`config.mk`:
```
export PLATFORM = sky130hd
export DESIGN_NAME = lexicographic_next_permutation_flat
export DESIGN_NICKNAME = d
export VERILOG_FILES = /design/src/design/lnp_pkg.sv /design/src/design/lnp_req_if.sv /design/src/design/lnp_rsp_if.sv /design/src/design/lnp_ram.sv /design/src/design/lnp_cmp.sv /design/src/design/lexicographic_next_permutation.sv /design/src/flat_wrapper.sv
export VERILOG_INCLUDE_DIRS = /design/src /design/src/design
export SDC_FILE = /design/constraint.sdc
export NUM_CORES = 1
export LEC_CHECK = 0
export ABC_AREA = 1
export BUFFER_PORTS_ARGS = -buffer_cell sky130_fd_sc_hd__buf_2
export CORE_MARGIN = 2
export CORE_UTILIZATION = 45
export CTS_BUF_LIST = sky130_fd_sc_hd__clkbuf_4
export DETAILED_ROUTE_END_ITERATION = 16
export HOLD_SLACK_MARGIN = 0.02
export SETUP_SLACK_MARGIN = 0.5
export SLEW_MARGIN = 10
export SYNTH_ARGS = -nofsm -noshare
export SYNTH_HDL_FRONTEND = slang
export SYNTH_HIERARCHICAL = 1
export SYNTH_SLANG_ARGS = --single-unit
export TNS_END_PERCENT = 1
```
`constraint.sdc`:
```
create_clock -name i_clk -period 4.25 [get_ports i_clk]
set_input_delay 0.425 -clock i_clk [delete_from_list [all_inputs] [get_ports i_clk]]
set_output_delay 0.425 -clock i_clk [all_outputs]
set_load 0.05 [all_outputs]
```
`src/design/lexicographic_next_permutation_defines.svh`:
```
// Assertion helpers used by the RTL file that checks its own logic.
// Each use expects i_clk and i_rst_n in scope.
`ifndef LEXICOGRAPHIC_NEXT_PERMUTATION_DEFINES_SVH
`define LEXICOGRAPHIC_NEXT_PERMUTATION_DEFINES_SVH

// Same-cycle implication, checked outside reset.
`define LNP_ASSERT_NOW(label, ante, cons, msg) \
    label: assert property (@(posedge i_clk) disable iff (!i_rst_n) \
        (ante) |-> (cons)) else $error(msg);

// Next-cycle implication, checked outside reset.
`define LNP_ASSERT_NEXT(label, ante, cons, msg) \
    label: assert property (@(posedge i_clk) disable iff (!i_rst_n) \
        (ante) |=> (cons)) else $error(msg);

`endif

```
`src/design/lnp_pkg.sv`:
```
package lnp_pkg;

    localparam int OPCODE_W = 2;
    localparam int INDEX_W  = 4;
    localparam int VALUE_W  = 8;
    localparam int READ_W   = 8;

    typedef logic [READ_W-1:0] t_read_value;

    typedef enum logic [OPCODE_W-1:0] {
        OP_WRITE   = 2'd0,
        OP_READ    = 2'd1,
        OP_ADVANCE = 2'd2
    } t_op;

    // Compare direction of the shared unit.
    typedef enum logic {
        CMP_ASCENT = 1'b0,
        CMP_SUCC   = 1'b1
    } t_cmp_mode;

endpackage

```
`src/design/lnp_req_if.sv`:
```
interface lnp_req_if;
    logic                          valid;
    logic                          ready;
    logic [lnp_pkg::OPCODE_W-1:0]  opcode;
    logic [lnp_pkg::INDEX_W-1:0]   index;
    logic [lnp_pkg::VALUE_W-1:0]   value;

    modport source (output valid, output opcode, output index, output value, input ready);
    modport sink   (input valid, input opcode, input index, input value, output ready);
endinterface

```
`src/design/lnp_rsp_if.sv`:
```
interface lnp_rsp_if;
    logic                        valid;
    logic                        ready;
    logic [lnp_pkg::READ_W-1:0]  read_value;
    logic                        advanced;

    modport source (output valid, output read_value, output advanced, input ready);
    modport sink   (input valid, input read_value, input advanced, output ready);
endinterface

```
`src/design/lnp_ram.sv`:
```
module lnp_ram #(
    parameter int WIDTH  = 8,
    parameter int DEPTH  = 16,
    parameter int ADDR_W = $clog2(DEPTH)
) (
    input  logic              i_clk,
    input  logic              i_we,
    input  logic [ADDR_W-1:0] i_waddr,
    input  logic [WIDTH-1:0]  i_wdata,
    input  logic [ADDR_W-1:0] i_raddr,
    output logic [WIDTH-1:0]  o_rdata
);

    logic [WIDTH-1:0] r_mem [DEPTH];
    logic [WIDTH-1:0] r_rdata;

    always_ff @(posedge i_clk) begin
        if (i_we) begin
            r_mem[i_waddr] <= i_wdata;
        end
        r_rdata <= r_mem[i_raddr];
    end

    assign o_rdata = r_rdata;

endmodule

```
`src/design/lnp_cmp.sv`:
```
module lnp_cmp #(
    parameter int VALUE_BITS = 8
) (
    input  lnp_pkg::t_cmp_mode     i_mode,
    input  logic [VALUE_BITS-1:0]  i_data,
    input  logic [VALUE_BITS-1:0]  i_base,
    output logic                   o_hit
);

    // Ascent: data below the element to its right. Successor: data above the pivot.
    always_comb begin
        unique case (i_mode)
            lnp_pkg::CMP_ASCENT: o_hit = (i_data < i_base);
            lnp_pkg::CMP_SUCC:   o_hit = (i_base < i_data);
            default:             o_hit = 1'b0;
        endcase
    end

endmodule

```
`src/design/lexicographic_next_permutation.sv`:
```
// Holds GRID_SIDE*GRID_SIDE elements of VALUE_BITS bits (grid cells in row-major
// order) in a single RAM with one write and one registered read port. Each item
// writes one element, reads one element, or steps the whole array to its next
// lexicographic permutation; every item returns exactly one result item.
// A write or a no-op goes from accept straight to posting its result; a read
// first waits for the registered RAM data. An advance scans down from the top
// for the rightmost ascent, scans down again for the rightmost element above
// the pivot, swaps them and reverses the suffix pair by pair, then posts the
// result. It runs serially through the single RAM read port and the one shared
// comparator. When there is no ascent the array is left alone and advanced
// reads 0. The block takes no new item while one is in work, but a finished
// result waits in an output register so the next item can be accepted before
// it is taken. Reads of elements never written return undefined data.
`include "lexicographic_next_permutation_defines.svh"

module lexicographic_next_permutation #(
    parameter int GRID_SIDE  = 4,
    parameter int VALUE_BITS = 8
) (
    input  logic         i_clk,
    input  logic         i_rst_n,
    lnp_req_if.sink      i_req,
    lnp_rsp_if.source    o_rsp
);

    localparam int CELLS = GRID_SIDE * GRID_SIDE;
    localparam int AW    = $clog2(CELLS);

    typedef logic [AW-1:0]         t_addr;
    typedef logic [VALUE_BITS-1:0] t_elem;

    localparam t_addr LAST = t_addr'(CELLS - 1);
    localparam t_addr ONE  = t_addr'(1);
    localparam t_addr ZERO = t_addr'(0);

    typedef enum logic [9:0] {
        S_IDLE    = 10'b00_0000_0001,
        S_RDWAIT  = 10'b00_0000_0010,
        S_SCAN1   = 10'b00_0000_0100,
        S_SCAN2   = 10'b00_0000_1000,
        S_SWAP    = 10'b00_0001_0000,
        S_REV_RDI = 10'b00_0010_0000,
        S_REV_RDJ = 10'b00_0100_0000,
        S_REV_WRI = 10'b00_1000_0000,
        S_REV_WRJ = 10'b01_0000_0000,
        S_DONE    = 10'b10_0000_0000
    } t_state;

    // Control state
    t_state r_state, n_state;
    logic   r_out_valid, n_out_valid;
    logic   r_more, n_more;   // scan still has addresses to issue
    logic   r_dv, n_dv;       // RAM data this cycle belongs to the scan

    // Datapath
    lnp_pkg::t_read_value r_out_rd, n_out_rd;
    logic                 r_out_adv, n_out_adv;
    lnp_pkg::t_read_value r_res_rd, n_res_rd;
    logic                 r_res_adv, n_res_adv;
    logic                 r_rd_ok, n_rd_ok;
    t_addr                r_ra, n_ra;         // next scan read address
    t_addr                r_da, n_da;         // address of the data now on the RAM output
    t_elem                r_prev, n_prev;     // element right of the one being checked
    t_addr                r_piv_idx, n_piv_idx;
    t_elem                r_piv_val, n_piv_val;
    t_addr                r_succ_idx, n_succ_idx;
    t_elem                r_hold, n_hold;
    t_addr                r_ri, n_ri;
    t_addr                r_rj, n_rj;

    // RAM and compare unit hookup
    logic               ram_we;
    t_addr              ram_waddr;
    t_elem              ram_wdata;
    t_addr              ram_raddr;
    t_elem              ram_rdata;
    lnp_pkg::t_cmp_mode cmp_mode;
    t_elem              cmp_base;
    logic               cmp_hit;

    logic  req_fire;
    logic  in_range;
    t_addr ri_next;
    t_addr rj_next;

    // Conditions watched by the checks below
    logic  rev_pair;
    logic  succ_data;
    logic  adv_out;

    lnp_ram #(
        .WIDTH (VALUE_BITS),
        .DEPTH (CELLS),
        .ADDR_W(AW)
    ) u_store (
        .i_clk  (i_clk),
        .i_we   (ram_we),
        .i_waddr(ram_waddr),
        .i_wdata(ram_wdata),
        .i_raddr(ram_raddr),
        .o_rdata(ram_rdata)
    );

    lnp_cmp #(
        .VALUE_BITS(VALUE_BITS)
    ) u_cmp (
        .i_mode(cmp_mode),
        .i_data(ram_rdata),
        .i_base(cmp_base),
        .o_hit (cmp_hit)
    );

    assign i_req.ready     = (r_state == S_IDLE);
    assign req_fire        = i_req.valid && (r_state == S_IDLE);
    assign in_range        = (32'(i_req.index) < 32'(CELLS));
    assign ri_next         = r_ri + ONE;
    assign rj_next         = r_rj - ONE;

    assign o_rsp.valid      = r_out_valid;
    assign o_rsp.read_value = r_out_rd;
    assign o_rsp.advanced   = r_out_adv;

    always_comb begin
        n_state     = r_state;
        n_out_valid = r_out_valid && !o_rsp.ready;  // drop a result once taken
        n_out_rd    = r_out_rd;
        n_out_adv   = r_out_adv;
        n_res_rd    = r_res_rd;
        n_res_adv   = r_res_adv;
        n_rd_ok     = r_rd_ok;
        n_more      = r_more;
        n_dv        = 1'b0;
        n_ra        = r_ra;
        n_da        = r_da;
        n_prev      = r_prev;
        n_piv_idx   = r_piv_idx;
        n_piv_val   = r_piv_val;
        n_succ_idx  = r_succ_idx;
        n_hold      = r_hold;
        n_ri        = r_ri;
        n_rj        = r_rj;

        ram_we    = 1'b0;
        ram_waddr = ZERO;
        ram_wdata = r_piv_val;
        ram_raddr = ZERO;
        cmp_mode  = lnp_pkg::CMP_ASCENT;
        cmp_base  = r_prev;

        unique case (r_state)
            S_IDLE: begin
                if (req_fire) begin
                    unique case (lnp_pkg::t_op'(i_req.opcode))
                        lnp_pkg::OP_WRITE: begin
                            // Ignore writes past the grid.
                            ram_we    = in_range;
                            ram_waddr = t_addr'(i_req.index);
                            ram_wdata = t_elem'(i_req.value);
                            n_res_rd  = '0;
                            n_res_adv = 1'b0;
                            n_state   = S_DONE;
                        end
                        lnp_pkg::OP_READ: begin
                            ram_raddr = t_addr'(i_req.index);
                            n_rd_ok   = in_range;
                            n_state   = S_RDWAIT;
                        end
                        lnp_pkg::OP_ADVANCE: begin
                            n_ra    = LAST;
                            n_more  = 1'b1;
                            n_state = S_SCAN1;
                        end
                        default: begin
                            n_res_rd  = '0;
                            n_res_adv = 1'b0;
                            n_state   = S_DONE;
                        end
                    endcase
                end
            end

            S_RDWAIT: begin
                n_res_rd  = r_rd_ok ? lnp_pkg::t_read_value'(ram_rdata) : '0;
                n_res_adv = 1'b0;
                n_state   = S_DONE;
            end

            S_SCAN1: begin
                // Issue one read per cycle from the top down.
                if (r_more) begin
                    ram_raddr = r_ra;
                    n_da      = r_ra;
                    n_dv      = 1'b1;
                    n_ra      = r_ra - ONE;
                    n_more    = (r_ra != ZERO);
                end
                cmp_mode = lnp_pkg::CMP_ASCENT;
                cmp_base = r_prev;
                if (r_dv) begin
                    if (r_da != LAST && cmp_hit) begin
                        n_piv_idx = r_da;
                        n_piv_val = ram_rdata;
                        n_ra      = LAST;
                        n_more    = 1'b1;
                        n_dv      = 1'b0;
                        n_state   = S_SCAN2;
                    end else if (r_da == ZERO) begin
                        // Non-increasing array: last permutation, leave it.
                        n_res_rd  = '0;
                        n_res_adv = 1'b0;
                        n_state   = S_DONE;
                    end else begin
                        n_prev = ram_rdata;
                    end
                end
            end

            S_SCAN2: begin
                if (r_more) begin
                    ram_raddr = r_ra;
                    n_da      = r_ra;
                    n_dv      = 1'b1;
                    n_ra      = r_ra - ONE;
                    n_more    = (r_ra != ZERO);
                end
                cmp_mode = lnp_pkg::CMP_SUCC;
                cmp_base = r_piv_val;
                // The element right of the pivot always qualifies; stop there at the latest.
                if (r_dv && (cmp_hit || r_da == r_piv_idx + ONE)) begin
                    ram_we     = 1'b1;
                    ram_waddr  = r_piv_idx;
                    ram_wdata  = ram_rdata;
                    n_succ_idx = r_da;
                    n_dv       = 1'b0;
                    n_state    = S_SWAP;
                end
            end

            S_SWAP: begin
                ram_we    = 1'b1;
                ram_waddr = r_succ_idx;
                ram_wdata = r_piv_val;
                n_ri      = r_piv_idx + ONE;
                n_rj      = LAST;
                if (r_piv_idx + ONE < LAST) begin
                    n_state = S_REV_RDI;
                end else begin
                    n_res_rd  = '0;
                    n_res_adv = 1'b1;
                    n_state   = S_DONE;
                end
            end

            S_REV_RDI: begin
                ram_raddr = r_ri;
                n_state   = S_REV_RDJ;
            end

            S_REV_RDJ: begin
                ram_raddr = r_rj;
                n_hold    = ram_rdata;
                n_state   = S_REV_WRI;
            end

            S_REV_WRI: begin
                ram_we    = 1'b1;
                ram_waddr = r_ri;
                ram_wdata = ram_rdata;
                n_state   = S_REV_WRJ;
            end

            S_REV_WRJ: begin
                ram_we    = 1'b1;
                ram_waddr = r_rj;
                ram_wdata = r_hold;
                // Prefetch the next left element while writing the right one.
                ram_raddr = ri_next;
                n_ri      = ri_next;
                n_rj      = rj_next;
                if (ri_next < rj_next) begin
                    n_state = S_REV_RDJ;
                end else begin
                    n_res_rd  = '0;
                    n_res_adv = 1'b1;
                    n_state   = S_DONE;
                end
            end

            S_DONE: begin
                // Hold until the output register is free or being emptied.
                if (!r_out_valid || o_rsp.ready) begin
                    n_out_valid = 1'b1;
                    n_out_rd    = r_res_rd;
                    n_out_adv   = r_res_adv;
                    n_state     = S_IDLE;
                end
            end

            default: begin
                n_state = S_IDLE;
            end
        endcase
    end

    always_ff @(posedge i_clk) begin
        if (!i_rst_n) begin
            r_state     <= S_IDLE;
            r_out_valid <= 1'b0;
            r_more      <= 1'b0;
            r_dv        <= 1'b0;
        end else begin
            r_state     <= n_state;
            r_out_valid <= n_out_valid;
            r_more      <= n_more;
            r_dv        <= n_dv;
        end
    end

    always_ff @(posedge i_clk) begin
        r_out_rd   <= n_out_rd;
        r_out_adv  <= n_out_adv;
        r_res_rd   <= n_res_rd;
        r_res_adv  <= n_res_adv;
        r_rd_ok    <= n_rd_ok;
        r_ra       <= n_ra;
        r_da       <= n_da;
        r_prev     <= n_prev;
        r_piv_idx  <= n_piv_idx;
        r_piv_val  <= n_piv_val;
        r_succ_idx <= n_succ_idx;
        r_hold     <= n_hold;
        r_ri       <= n_ri;
        r_rj       <= n_rj;
    end

    assign rev_pair  = (r_state == S_REV_RDJ) || (r_state == S_REV_WRI) ||
                       (r_state == S_REV_WRJ);
    assign succ_data = (r_state == S_SCAN2) && r_dv;
    assign adv_out   = r_out_valid && r_out_adv;

    // An accepted item always leaves idle.
    `LNP_ASSERT_NEXT(a_fire_leaves_idle, req_fire, r_state != S_IDLE, "accepted item stayed idle")

    // Reversal only runs while the two pointers have not crossed.
    `LNP_ASSERT_NOW(a_rev_order, rev_pair, r_ri < r_rj, "reverse pointers crossed")

    // The successor scan never looks at or below the pivot.
    `LNP_ASSERT_NOW(a_succ_above_pivot, succ_data, r_da > r_piv_idx, "scan passed the pivot")

    // A result never carries both a read value and an advance flag.
    `LNP_ASSERT_NOW(a_rsp_exclusive, adv_out, r_out_rd == '0, "advance result has read data")

endmodule

```
`src/flat_wrapper.sv`:
```
// flat-port wrapper written by rule: the top's interface ports become plain ports
module lexicographic_next_permutation_flat 
#(
    parameter int GRID_SIDE  = 4,
    parameter int VALUE_BITS = 8
)
  (i_clk, i_rst_n, i_req_valid, i_req_opcode, i_req_index, i_req_value, i_req_ready, o_rsp_valid, o_rsp_read_value, o_rsp_advanced, o_rsp_ready);
  lnp_req_if i_req_i ();
  lnp_rsp_if o_rsp_i ();
  input  logic i_clk;
  input  logic i_rst_n;
  input wire logic [$bits(i_req_i.valid)-1:0] i_req_valid;
  input wire logic [$bits(i_req_i.opcode)-1:0] i_req_opcode;
  input wire logic [$bits(i_req_i.index)-1:0] i_req_index;
  input wire logic [$bits(i_req_i.value)-1:0] i_req_value;
  output wire logic [$bits(i_req_i.ready)-1:0] i_req_ready;
  output wire logic [$bits(o_rsp_i.valid)-1:0] o_rsp_valid;
  output wire logic [$bits(o_rsp_i.read_value)-1:0] o_rsp_read_value;
  output wire logic [$bits(o_rsp_i.advanced)-1:0] o_rsp_advanced;
  input wire logic [$bits(o_rsp_i.ready)-1:0] o_rsp_ready;
  assign i_req_i.valid = i_req_valid;
  assign i_req_i.opcode = i_req_opcode;
  assign i_req_i.index = i_req_index;
  assign i_req_i.value = i_req_value;
  assign i_req_ready = i_req_i.ready;
  assign o_rsp_valid = o_rsp_i.valid;
  assign o_rsp_read_value = o_rsp_i.read_value;
  assign o_rsp_advanced = o_rsp_i.advanced;
  assign o_rsp_i.ready = o_rsp_ready;
  lexicographic_next_permutation #(.GRID_SIDE(GRID_SIDE), .VALUE_BITS(VALUE_BITS)) u_core (.i_clk(i_clk), .i_rst_n(i_rst_n), .i_req(i_req_i), .o_rsp(o_rsp_i));
endmodule
```
After elaboration in Yosys (flattened, before gate mapping)
Memory sizes are Yosys's and may differ from the RTL's. A register that Yosys moved wholly into a read port is not among the register bits.
Index checks and enable logic that the tools add are counted.
W data, S select, Z words.
{"block": "totals", "n_memories": 1, "mem_bits_rw": 128, "word_cells": 147, "out_inout_bits": 11, "ff_bits": 79}
{"block": "op_classes", "add_sub_neg": 4, "magnitude_cmp": 4, "bitwise_logic": 3, "n_reduce_logical": 25, "muxes": 68, "n_eq_ne": 25}
{"name": "u_core.u_store.r_mem", "depth": 16, "width": 8, "read_ports": 1, "rd_ports_with_merged_regs": 1, "write_ports": 1, "line": "lnp_ram.sv:14", "text": "logic [WIDTH-1:0] r_mem [DEPTH];"}
{"op": "$pmux W10 S10", "count": 1}
{"op": "$mux W8", "count": 11}
{"op": "$mux W10", "count": 8}
{"op": "$mux W4", "count": 11}
{"op": "$pmux W4 S5", "count": 2}
{"op": "$pmux W8 S5", "count": 1}
{"op": "$pmux W8 S4", "count": 1}
{"op": "$mux W1", "count": 24}
{"op": "$pmux W10 S2", "count": 1}
{"op": "$lt A8 B8 Y1", "count": 2}
{"op": "$pmux W4 S2", "count": 2}
{"op": "$ne A2 B1 Y1 const B", "count": 6}
{"op": "$pmux W4 S3", "count": 1}
{"op": "$eq A10 B1 Y1 const B", "count": 1}
{"op": "$eq A10 B10 Y1 const B", "count": 1}
{"op": "$eq A10 B2 Y1 const B", "count": 1}
{"op": "$eq A10 B3 Y1 const B", "count": 1}
{"op": "$eq A10 B4 Y1 const B", "count": 1}
{"op": "$eq A10 B5 Y1 const B", "count": 1}
{"op": "$eq A10 B6 Y1 const B", "count": 1}
{"op": "$eq A10 B7 Y1 const B", "count": 1}
{"op": "$eq A10 B8 Y1 const B", "count": 1}
{"op": "$eq A10 B9 Y1 const B", "count": 1}
{"op": "$add A4 B1 Y4 const B", "count": 2}
{"op": "other kinds (29)", "count": 46}

Logic depth before layout (Yosys ltp)
Gate-level depths: netlist (run 1).
{"block": "depth", "word_depth": 10, "depth_mapped": 27, "mapped_depth_nobuf": 27}

Hierarchy
Netlist (run 1), hierarchy kept.
{"mod": "lnp_ram", "area_per_inst_um2": 5773.0, "seq_area_each_um2": 4003.8, "cells_per_inst": 551, "n_inst": 1}
{"mod": "lexicographic_next_permutation", "area_per_inst_um2": 4655.7, "seq_area_each_um2": 2242.2, "cells_per_inst": 535, "n_inst": 1}
{"mod": "lnp_cmp", "area_per_inst_um2": 239.0, "seq_area_each_um2": 0.0, "cells_per_inst": 41, "n_inst": 1}

Worst setup path before layout (run 1)
Ideal clock, no wire load.
{"block": "synth_timing", "kind": "reg2reg", "startpoint": "register u_core.r_state[6]", "endpoint": "memory u_core.u_store.r_mem[12][0] (enable)", "n_path_buf": 1, "arrival_time_ns": 3.020, "t_required_ns": 3.880, "setup_time_ns": 0.370, "period_less_slack_ns": 3.391, "setup_slack_ns": 0.859, "stages_incl_launch_ff": 20, "cell_sequence": "dfxtp_1 > nor2_4 > nand2_8 > inv_2 > nand3_2 > clkbuf_1 > o21ai_0 > ha_1 > a21o_1 > nor2_2 > nand2_1 > nand2_1 > nand2_1 > inv_1 > inv_1 > nand2_4 > nand3_2 > o211ai_1 > nand3_1 > nor2_1"}
{"block": "synth_via", "word_cells_on_any_way": 23, "classes_between": "2 x order compare; 5 x eq/ne; 11 x mux; 1 x bitwise; 4 x reduce/logical"}
{"element": "start: declaration", "line": "lexicographic_next_permutation.sv:50", "text": "t_state r_state, n_state;"}
{"element": "start signal: assignment", "line": "lexicographic_next_permutation.sv:312", "text": "r_state <= n_state;"}
{"element": "$eq A10 B4 Y1 *"}
{"element": "$mux W8 *", "line": "lexicographic_next_permutation.sv:150", "text": "unique case (r_state)"}
{"element": "net u_core.cmp_base[7]", "line": "lexicographic_next_permutation.sv:78", "text": "t_elem cmp_base;"}
{"element": "$lt A8 B8 Y1, on equally long branches", "line": "lnp_cmp.sv:14, lnp_cmp.sv:13"}
{"element": "$pmux W1 S2 *", "line": "lnp_cmp.sv:12", "text": "unique case (i_mode)"}
{"element": "net u_core.cmp_hit", "line": "lexicographic_next_permutation.sv:79", "text": "logic cmp_hit;"}
{"element": "$logic_or A1 B1 Y1 *", "line": "lexicographic_next_permutation.sv:229", "text": "if (r_dv && (cmp_hit || r_da == r_piv_idx + ONE)) begin"}
{"element": "$logic_and A1 B1 Y1 *", "line": "lexicographic_next_permutation.sv:229"}
{"element": "$mux W4 *", "line": "lexicographic_next_permutation.sv:229"}
{"element": "$pmux W4 S5 *", "line": "lexicographic_next_permutation.sv:150"}
{"element": "net u_core.ram_waddr[2]", "line": "lexicographic_next_permutation.sv:73", "text": "t_addr ram_waddr;"}
{"element": "end: declaration", "line": "lnp_ram.sv:14"}
The timed path passes the listed nets; every way through them passes the cells marked *.

Worst setup path after layout (run 1)
{"block": "layout_timing", "startpoint": "register u_core.r_state[7]", "endpoint": "memory u_core.u_store.r_mem[12][6] (enable)"}
Same word-level chain as after synthesis.

==> results of run 1 <==
cell usage in the layout (no fill, tap or decap), types with 6 or more instances in the layout:
cell	count
nor2_4	15
buf_4	39
o211ai_1	6
nor2_1	69
edfxtp_1	194
dfxtp_1	20
inv_2	13
clkbuf_4	87
buf_2	28
o21ai_0	22
nand2_1	304
nand3_2	7
inv_1	191
ha_1	21
nor2_2	9
o22ai_1	7
clkinv_1	14
nand3_1	125
nand2_4	7
nand4_1	20
nand2_2	7
a21oi_1	17
o21ai_1	6
critical path: stages (launching register included):
cell	delay (ns)
dfxtp_1	0.36
nor2_4	0.21
nand2_8	0.12
inv_4	0.11
nand3_2	0.15
nand2_1	0.09
o21ai_1	0.06
ha_1	0.29
a21oi_1	0.13
nor2_1	0.06
nor2_2	0.10
nand2_1	0.06
nand2_1	0.05
nand2_1	0.04
inv_1	0.07
inv_1	0.07
nand2_4	0.13
nand3_4	0.13
o211ai_1	0.31
buf_4	0.16
nand3_2	0.12
nor2_1	0.20
buf_4	0.22
repair_timing:
| action | in CTS | in global routing |
|---|---|---|
| pin swaps | 0 | 6 |
| hold buffers | 2 | 0 |
| endpoints found under the setup margin | 55 | 157 |
| hold endpoints to repair | 5 | 0 |
| resized for setup | 2 | 28 |
| cloned | 0 | 1 |
| buffers inserted | 0 | 10 |
cell type report:
cell class | instances | area [sq um]
multi-input combinational | 676 | 3530
tap | 319 | 399.1
clock buffer | 87 | 653.1
clock inverter | 20 | 131.4
antenna | 1 | 2.502
sequential | 215 | 6247
timing repair buffer | 71 | 475.5
inverter | 206 | 779.5
fill | 2240 | 11180
final timing paths:
kind,from,endpoint,slack [ns]
hold / removal,i_req_valid,u_core/r_state[1]$_SDFFE_PN0P_,0.20
hold reg to reg,u_core/r_res_rd[5]$_SDFFCE_PN0P_,u_core/o_rsp.read_value[5]$_DFFE_PP_,0.40
setup / recovery,u_core/r_state[7]$_SDFFE_PN0P_,u_core/u_store/r_mem[12][6]$_DFFE_PP_,0.67
setup reg to reg,u_core/r_state[7]$_SDFFE_PN0P_,u_core/u_store/r_mem[12][6]$_DFFE_PP_,0.67
routing by layer:
| metal | vias to the layer above | routed length, microns | GRT usage [%] |
|---|---|---|---|
| li1 | 3929 | - | - |
| met1 | 3680 | 11570 | 29.92 |
| met2 | 314 | 12030 | 34.16 |
| met3 | 64 | 1918 | 3.860 |
| met4 | 0 | 745 | 7.722 |
| met5 | - | 0 | 0 |
cells by family (layout without fill, tap and decap cells):
kind of cell	count (synthesis)	in the layout	share of synthesized area, %
buffers and inverters	237	384	9.313
other	0	1	0
flip-flops	215	215	58.55
AO/OA/AOI/OAI	67	67	3.695
AND/OR/NAND/NOR	581	582	25.49
XOR/XNOR	6	6	0.4926
adder cells (fa/ha/maj)	21	21	2.463
registers in the layout (all words and copies together), names as in the netlist:
signal and cells:
u_core/r_prev 8, u_core/o_rsp.valid 1, u_core/r_da 4, u_core/r_succ_idx 4, u_core/u_store/o_rdata 8, u_core/r_dv 1, u_core/r_piv_idx 4, u_core/r_rj 4
u_core/r_ri 4, u_core/r_more 1, u_core/r_hold 8, u_core/r_state 10, u_core/o_rsp.read_value 8, u_core/r_res_rd 8, u_core/r_ra 4, u_core/u_store/r_mem 128
u_core/r_res_adv 1, u_core/o_rsp.advanced 1, u_core/r_piv_val 8
power groups by stage:
stage / clock network [uW] / registers, uW / logic [uW]
final: 1900 / 2890 / 1730
after global routing: 2080 / 2910 / 1890
after CTS: 1960 / 2890 / 1690
after detailed placement: 0 / 2940 / 1680
after global placement: 0 / 2930 / 1670
after floorplan: 0 / 2940 / 997
through the flow:
stage	cell area, sq um	std cells	total power (uW)
CTS	12040	1583	6536
global placement	11230	1474	4599
floorplan	10670	1127	3935
detailed placement	11230	1474	4615
global route	12220	1595	6882
finish	12220	1595	6523
==> run summary, run 1 <==
Critical Path AT: 3.95 ns
Clk slew on worst S/H paths: 0.08 ns
DRC: 0
Top cells by area, synth: edfxtp_1 55%, nand2_1 11%, inv_1 6.8%, nand3_1 6.0%, dfxtp_1 3.9%
Maximum clock frequency: 0.2791 GHz
Final core utilization: 52.21%
RSZ-0062 raised after global routing: true
Final Hold Viols: 0
Post-detailed-route wirelength per cell: 16.47 microns
Crit end category: flip-flop
Max Slew Vio Count: 0
Final setup fails: 0
Share of the synthesized area in the top cell type: 54.61%
Worst setup margin: 0.6676 ns
Sequential cell fraction of total power: 44.3%
Post-synthesis sequential area ratio: 58.55%
Total number of vias: 7987
IO Pins: 29
Synthesized flop and latch total: 215
Hold depth: 3
Combinational share of power: 26.5%
Sw frac: 33.89%
Die height: 158.0 microns
Status: completed
Placer congestion estimate: 0.8907
Peak supply drop: 239.1 uV
Most common cell in the netlist: nand2_1
Psw: 2210 uW
Worst-Skew Late Latency: 0.68 ns
Num CTS Buffers: 57
Startpoint Class: flip-flop
Clock Sinks: 215
Max clock buf depth: 3
Worst Reg-to-Reg Cells: 22
Cell Int Power: 4313 uW
Cell taking the most area after synthesis: edfxtp_1
Max-Cap Viols: 0
Yosys Warn Count: 6
Max-slew headroom: 42.40%
Crit Path Max Fanout: 8
Initial antenna violation count: 1
Core area: 23400 sq um
Initial Util: 45.58%
Layout cells sized above 1: 18.82%
Clk network pwr share: 29.1%
Syn_nets: 1166
Largest net degree at the start of global routing: 65
GR Overflow Total: 0
Ratio of final minimum period to clock period: 84.29%
Synthesized area: 10670 sq um
GRT Util Overall: 21.58%
Max H-tree Level: 2
First-pass GRT wire length: 40.63 mm
Required time of the worst setup path: 4.61 ns
Root Driver: clkbuf_4
DIE AREA: 24950 sq um
Die X: 158.0 microns
Post-synth top cells: 304 x nand2_1, 194 x edfxtp_1, 192 x inv_1
Post-DP HPWL: 17.92 mm
Vias in the first global route: 7599
PwrDens: 533.9 nW/um^2
IO buf count: 28
Min Tclk post-route: 3.582 ns
Post-Syn Area per Cell: 9.466 sq um
Area Growth Syn to Fin: 14.53%
Hold WC Path Type: input pin to flip-flop
WHS: 0.1992 ns
Pre-CTS WS: 0.3314 ns
Synth cell types: 46
Layout Nets: 1266
EDFF count, synth: 194
Synth Flop Type: edfxtp_1
CTS tree: done
P_leak: 0.005407 uW
Gate Count Post-Synth: 1127
Drt pass-1 iters: 5
DRT Wirelength: 26.27 mm
1st-iter DRT viols: 592
Setup TNS: 0 ns
Post-synth ARST share: 0%
Critical path type: flip-flop to flip-flop
Rows: 56
Clk_skew: 0.04745 ns
Vias per inst: 5.008
Routed Antenna Nets: 0
Worst-Margin Slew: 0.8640 ns
Power figures use the tool's default switching activity.
==> run 2, diff against run 1 <==
Clock period 4.25 ns to 3.12 ns, I/O delays scaled along.
==> run summary, run 2 (same netlist as run 1, synthesis figures left out) <==
Worst-Skew Late Latency: 0.69 ns (was 0.68 ns)
IO Pins: 29 (unchanged)
DRT Wirelength: 27.20 mm (was 26.27 mm)
RR Endpoint: u_core/u_store/r_mem[4][6]$_DFFE_PP_ (was u_core/u_store/r_mem[12][6]$_DFFE_PP_)
Peak supply drop: 451.2 uV (was 239.1 uV)
1st-iter DRT viols: 581 (was 592)
Number of flip-flops in the largest register: 128 (unchanged)
Drt pass-1 iters: 5 (unchanged)
Commonest non-fill, non-tap cell in the layout: nand2_1 (unchanged)
GRT Util Overall: 22.39% (was 21.58%)
Hold endpoint: u_core/r_state[2]$_SDFFE_PN0P_ (was u_core/r_state[1]$_SDFFE_PN0P_)
Vias in the first global route: 7928 (was 7599)
Critical path type: flip-flop to flip-flop (unchanged)
PwrDens: 722.3 nW/um^2 (was 533.9 nW/um^2)
Final Hold Viols: 0 (unchanged)
Die height: 158.0 microns (unchanged)
Max Slew Vio Count: 0 (unchanged)
GR Overflow Total: 0 (unchanged)
Pre-CTS WS: -0.1893 ns (was 0.3314 ns)
Biggest register: u_core/u_store/r_mem (unchanged)
Max H-tree Level: 2 (unchanged)
Vias per inst: 4.993 (was 5.008)
Routed Antenna Nets: 0 (unchanged)
Final setup fails: 94 (was 0)
DRC: 0 (unchanged)
Status: finished, violations left (was completed)
Hold depth: 6 (was 3)
Reg2Reg Launch Point: u_core/r_state[1]$_SDFFE_PN0P_ (was u_core/r_state[7]$_SDFFE_PN0P_)
CTS tree: done (unchanged)
Clk slew on worst S/H paths: 0.06 ns (was 0.08 ns)
IO buf count: 28 (unchanged)
Tot Pwr: 9437 uW (was 6523 uW)
Min Tclk post-route: 3.178 ns (was 3.582 ns)
Post-DP HPWL: 18.26 mm (was 17.92 mm)
Required time of the worst setup path: 3.48 ns (was 4.61 ns)
Initial antenna violation count: 1 (unchanged)
Crit Path Max Fanout: 8 (unchanged)
Total number of vias: 8133 (was 7987)
Worst Reg-to-Reg Cells: 21 (was 22)
Ratio of final minimum period to clock period: 101.9% (was 84.29%)
Root Driver: clkbuf_4 (unchanged)
Hold Crit Start: i_req_opcode[1] (was i_req_valid)
Maximum clock frequency: 0.3147 GHz (was 0.2791 GHz)
Most frequent cells in the layout: 294 x nand2_1, 194 x edfxtp_1, 186 x inv_1 (was 304 x nand2_1, 194 x edfxtp_1, 191 x inv_1)
Crit end category: flip-flop (unchanged)
Max clock buf depth: 3 (unchanged)
Reg2reg setup slack: -0.06 ns (was 0.67 ns)
Worst setup margin: -0.05791 ns (was 0.6676 ns)
WHS: 0.1888 ns (was 0.1992 ns)
Critical Path AT: 3.54 ns (was 3.95 ns)
Max-Cap Viols: 0 (unchanged)
Die X: 158.0 microns (unchanged)
Startpoint Class: flip-flop (unchanged)
Hold WC Path Type: input pin to flip-flop (unchanged)
Max-slew headroom: 64.63% (was 42.40%)
Layout cells sized above 1: 26.66% (was 18.82%)
Area Growth Syn to Fin: 22.47% (was 14.53%)
Initial Util: 45.58% (unchanged)
Num CTS Buffers: 56 (was 57)
Largest registers: u_core/u_store/r_mem (128), u_core/r_state (10) (unchanged)
Clock Sinks: 215 (unchanged)
Largest net degree at the start of global routing: 49 (was 65)
First-pass GRT wire length: 41.94 mm (was 40.63 mm)
DIE AREA: 24950 sq um (unchanged)
Worst-Margin Slew: 0.5306 ns (was 0.8640 ns)
Core area: 23400 sq um (unchanged)
Layout Nets: 1305 (was 1266)
Fillers: 2112 (was 2240)
Rows: 56 (unchanged)
Placer congestion estimate: 0.9287 (was 0.8907)
P_leak: 0.005750 uW (was 0.005407 uW)
RSZ-0062 raised after global routing: true (unchanged)
Failing checks: setup timing
Final core utilization: 55.83% (was 52.21%)
Clk_skew: 0.05918 ns (was 0.04745 ns)
Post-detailed-route wirelength per cell: 16.70 microns (was 16.47 microns)
## run 2: cell types whose count changed in the layout (fill, tap and decap cells not counted), sizes merged
cell	change
buf	+39
bufinv	-1
clkbuf	+7
clkinv	-11
clkinvlp	+1
dlygate4sd3	+1
inv	-2
## run 2: power by group
| part | internal [uW] | switching [uW] |
|---|---|---|
| registers | 3810 | 92.3 |
| logic | 1060 | 2000 |
| clock network | 1350 | 1130 |
## run 2: worst max path at each step
stage / start / endpoint / slack, ns / cells after the start
6_report: u_core/r_state[1]$_SDFFE_PN0P_ / u_core/u_store/r_mem[4][6]$_DFFE_PP_ / -0.06 / 21
5_1_grt: u_core/r_state[1]$_SDFFE_PN0P_ / u_core/u_store/r_mem[5][7]$_DFFE_PP_ / -0.28 / 24
4_1_cts: u_core/r_state[0]$_SDFFE_PN1P_ / u_core/u_store/r_mem[5][5]$_DFFE_PP_ / -0.03 / 22
3_5_place_dp: u_core/r_state[4]$_SDFFE_PN0P_ / u_core/u_store/r_mem[12][7]$_DFFE_PP_ / -0.19 / 21
3_3_place_gp: u_core/r_state[1]$_SDFFE_PN0P_ / u_core/u_store/r_mem[12][4]$_DFFE_PP_ / -0.08 / 19
2_1_floorplan: u_core/r_state[7]$_SDFFE_PN0P_ / u_core/u_store/r_mem[4][0]$_DFFE_PP_ / -0.16 / 21
## run 2: critical path, cell delays in order, from the launching register on
cell,delay [ns]
dfxtp_2,0.34
nor2_4,0.12
inv_2,0.06
nor2_4,0.15
nand3_4,0.16
nand2_2,0.11
o21ai_2,0.05
ha_1,0.30
a21o_1,0.20
nor2_2,0.12
nand2_1,0.06
nand2_1,0.05
nand2_1,0.06
inv_2,0.06
inv_2,0.05
nand2_4,0.06
nand3_4,0.08
o211ai_1,0.20
buf_4,0.16
nand3b_1,0.10
buf_6,0.16
nor2_4,0.21
## run 2: what timing repair did
| item | in CTS | in global routing |
|---|---|---|
| setup buffers | 3 | 4 |
| gates cloned | 1 | 0 |
| hold buffers | 3 | 0 |
| pin swaps | 30 | 41 |
| hold endpoints to repair | 8 | 0 |
| setup endpoints to repair | 306 | 311 |
| gates resized for setup | 60 | 35 |
## run 2: metal layers
metal  part of all wire [%]  global-route usage [%]
met2                     47                   35.65
met5                      0                       0
met3                    6.6                   5.502
met4                    2.6                   7.765
met1                     44                   30.01
## run 2: layout make-up
cell class / instances / area, sq um / share of cell area, %
repair buffers: 111 / 1064 / 8.140
multi-input cells: 676 / 3807 / 29.14
inverters: 206 / 797.0 / 6.100
well taps: 319 / 399.1 / 3.055
clock buffers: 94 / 705.7 / 5.401
flip-flops and latches: 215 / 6255 / 47.87
diodes: 1 / 2.502 / 0.01915
clock inverters: 7 / 35.03 / 0.2681
## run 2: metrics by stage
step / cells / area, sq um / TNS (ns)
3_5_place_dp: 1516 / 11870 / -14.73
5_1_grt: 1629 / 13070 / -28.97
4_1_cts: 1624 / 12910 / -0.5343
2_1_floorplan: 1127 / 10790 / -8.124
3_3_place_gp: 1516 / 11870 / -3.292
6_report: 1629 / 13070 / -3.005
==> run 3, diff against run 2 <==
Settings changed: SETUP_SLACK_MARGIN 0.5 to unset.
==> run summary, run 3 (same netlist as run 1, synthesis figures left out) <==
Vias in the first global route: 7911 (was 7928)
IO buf count: 28 (unchanged)
Initial Util: 45.58% (unchanged)
Hold WC Path Type: input pin to flip-flop (unchanged)
Worst Reg-to-Reg Cells: 23 (was 21)
Ratio of final minimum period to clock period: 102.7% (was 101.9%)
Failing checks: setup timing (unchanged)
Min Tclk post-route: 3.206 ns (was 3.178 ns)
Dpl cells: 1508 (was 1516)
Area taken by multi-input logic gates: 3618 sq um (was 3807 sq um)
Max-Cap Viols: 0 (unchanged)
P_leak: 0.005657 uW (was 0.005750 uW)
Commonest non-fill, non-tap cell in the layout: nand2_1 (unchanged)
Critical Path Most Common Cell: nand2_1
1st-iter DRT viols: 723 (was 581)
Design area: 12770 sq um (was 13070 sq um)
DRT Wirelength: 26.77 mm (was 27.20 mm)
Clock Sinks: 215 (unchanged)
Area Growth Syn to Fin: 19.75% (was 22.47%)
Worst-Margin Slew: 0.8985 ns (was 0.5306 ns)
Max Slew Vio Count: 0 (unchanged)
Number of flip-flops in the largest register: 128 (unchanged)
Startpoint Class: flip-flop (unchanged)
Max-slew headroom: 39.83% (was 64.63%)
Largest registers: u_core/u_store/r_mem (128), u_core/r_state (10) (unchanged)
Drt pass-1 iters: 6 (was 5)
Root Driver: clkbuf_4 (unchanged)
First-pass GRT wire length: 41.79 mm (was 41.94 mm)
GR Overflow Total: 0 (unchanged)
Max stage delay cell, worst path: dfxtp_2 (unchanged)
Total number of vias: 8095 (was 8133)
Critical Path AT: 3.56 ns (was 3.54 ns)
Maximum clock frequency: 0.3120 GHz (was 0.3147 GHz)
Rows: 56 (unchanged)
Biggest register: u_core/u_store/r_mem (unchanged)
Largest net degree at the start of global routing: 51 (was 49)
GRT Util Overall: 22.05% (was 22.39%)
Post-DP HPWL: 18.42 mm (was 18.26 mm)
Max incr delay on CP: 0.33 ns (was 0.34 ns)
Most frequent cells in the layout: 300 x nand2_1, 194 x edfxtp_1, 188 x inv_1 (was 294 x nand2_1, 194 x edfxtp_1, 186 x inv_1)
DIE AREA: 24950 sq um (unchanged)
Final Hold Viols: 0 (unchanged)
Layout Nets: 1301 (was 1305)
Reg2Reg Launch Point: u_core/r_state[6]$_SDFFE_PN0P_ (was u_core/r_state[1]$_SDFFE_PN0P_)
Vias per inst: 4.975 (was 4.993)
DRC: 0 (unchanged)
RSZ-0062 raised after global routing: true (unchanged)
Critical path cell sequence: nor2_4 -> nand2_8 -> clkinv_4 -> nand3_4 -> buf_4 -> nand2_1 -> o21ai_2 -> ha_1 -> nand2_1 -> nor2_1 -> nor2_2 -> nand2_1 -> nand2_1 -> nand2_1 -> inv_2 -> inv_2 -> nand2_4 -> nand3_4 -> o211ai_1 -> buf_4 -> nand3b_1 -> buf_6 -> nor2_4 (was nor2_4 -> inv_2 -> nor2_4 -> nand3_4 -> nand2_2 -> o21ai_2 -> ha_1 -> a21o_1 -> nor2_2 -> nand2_1 -> nand2_1 -> nand2_1 -> inv_2 -> inv_2 -> nand2_4 -> nand3_4 -> o211ai_1 -> buf_4 -> nand3b_1 -> buf_6 -> nor2_4)
Status: finished, violations left (unchanged)
PwrDens: 731.8 nW/um^2 (was 722.3 nW/um^2)
Die height: 158.0 microns (unchanged)
Num CTS Buffers: 58 (was 56)
Peak supply drop: 356.6 uV (was 451.2 uV)
Die X: 158.0 microns (unchanged)
Reg2reg setup slack: -0.09 ns (was -0.06 ns)
Placer congestion estimate: 0.9171 (was 0.9287)
Crit Path Max Fanout: 8 (unchanged)
Worst-Skew Late Latency: 0.70 ns (was 0.69 ns)
Post-detailed-route wirelength per cell: 16.45 microns (was 16.70 microns)
WHS: 0.07913 ns (was 0.1888 ns)
Required time of the worst setup path: 3.47 ns (was 3.48 ns)
Initial antenna violation count: 1 (unchanged)
Worst setup margin: -0.08553 ns (was -0.05791 ns)
Core area: 23400 sq um (unchanged)
Placed Area: 11730 sq um (was 11870 sq um)
Final setup fails: 126 (was 94)
Final Non-Filler Cells: 1627 (was 1629)
Crit path from: u_core/r_state[6]$_SDFFE_PN0P_ (was u_core/r_state[1]$_SDFFE_PN0P_)
Register Area: 6251 sq um (was 6255 sq um)
Clk slew on worst S/H paths: 0.07 ns (was 0.06 ns)
Max clock buf depth: 3 (unchanged)
Fillers: 2154 (was 2112)
RR Endpoint: u_core/u_store/r_mem[5][0]$_DFFE_PP_ (was u_core/u_store/r_mem[4][6]$_DFFE_PP_)
Critical path type: flip-flop to flip-flop (unchanged)
IO Pins: 29 (unchanged)
Routed Antenna Nets: 0 (unchanged)
Crit end category: flip-flop (unchanged)
Worst Setup EP: u_core/u_store/r_mem[5][0]$_DFFE_PP_ (was u_core/u_store/r_mem[4][6]$_DFFE_PP_)
Max H-tree Level: 2 (unchanged)
Clk_skew: 0.05561 ns (was 0.05918 ns)
CTS tree: done (unchanged)
Layout cells sized above 1: 23.79% (was 26.66%)
run 3: routing by layer:
layer	wire length, microns	part of all wire, %	GRT usage [%]	vias to the layer above
met3	1811	6.8	4.435	57
met5	0	0	0	-
met4	654	2.4	7.937	0
met1	12040	45	30.09	3756
li1	-	-	-	3990
met2	12270	46	35.09	292
run 3: how the worst min path moves through the flow:
stage,from,endpoint,slack (ns),cells after the start
detailed placement,u_core/r_res_rd[1]$_SDFFCE_PN0P_,u_core/o_rsp.read_value[1]$_DFFE_PP_,0.41,0
global placement,u_core/r_res_rd[4]$_SDFFCE_PN0P_,u_core/o_rsp.read_value[4]$_DFFE_PP_,0.40,0
floorplan,u_core/r_res_adv$_DFFE_PP_,u_core/o_rsp.advanced$_DFFE_PP_,0.40,0
global route,i_req_valid,u_core/r_state[1]$_SDFFE_PN0P_,0.05,3
finish,i_req_valid,u_core/r_state[1]$_SDFFE_PN0P_,0.08,3
CTS,i_req_valid,u_core/r_state[1]$_SDFFE_PN0P_,0.03,3
run 3: power breakdown:
part,switching (uW),internal (uW)
clock,1130,1470
sequential,109,3810
combinational,1900,932
run 3: worst max-delay path: cells and delay by family, from the launching register on:
kind                       cells  cell delay (ns)
and+or+nand+nor               14             1.34
buffers and inverters          6             0.62
DFF                            1             0.33
adders and majority gates      1             0.28
AOI/OAI and AO/OA              2             0.27
run 3: final cells by class:
type                    count  share of cell area [%]
flip-flops and latches    215                   48.93
multi-input cells         675                   28.33
repair buffers            106                   7.297
inverters                 206                   6.121
clock buffers              97                   5.700
well taps                 319                   3.124
clock inverters             8                  0.4799
diodes                      1                 0.01959
run 3: stage by stage:
stage | utilization, % | total power (uW) | TNS, ns | setup WS, ns
final | 54.59 | 9348 | -6.146 | -0.08553
after global routing | 54.59 | 9816 | -51.88 | -0.3363
after CTS | 54.08 | 9319 | -0.4810 | -0.04038
after detailed placement | 50.11 | 6654 | -18.08 | -0.1927
after global placement | 50.11 | 6656 | -7.423 | -0.1026
after floorplan | - | 5376 | -11.58 | -0.1848
run 3: timing repair:
action,4_1_cts,5_1_grt
resized for setup,25,28
cloned,0,0
endpoints found under the setup margin,134,304
hold endpoints to repair,8,0
pin swaps,9,17
buffers inserted,7,4
hold buffers,2,0
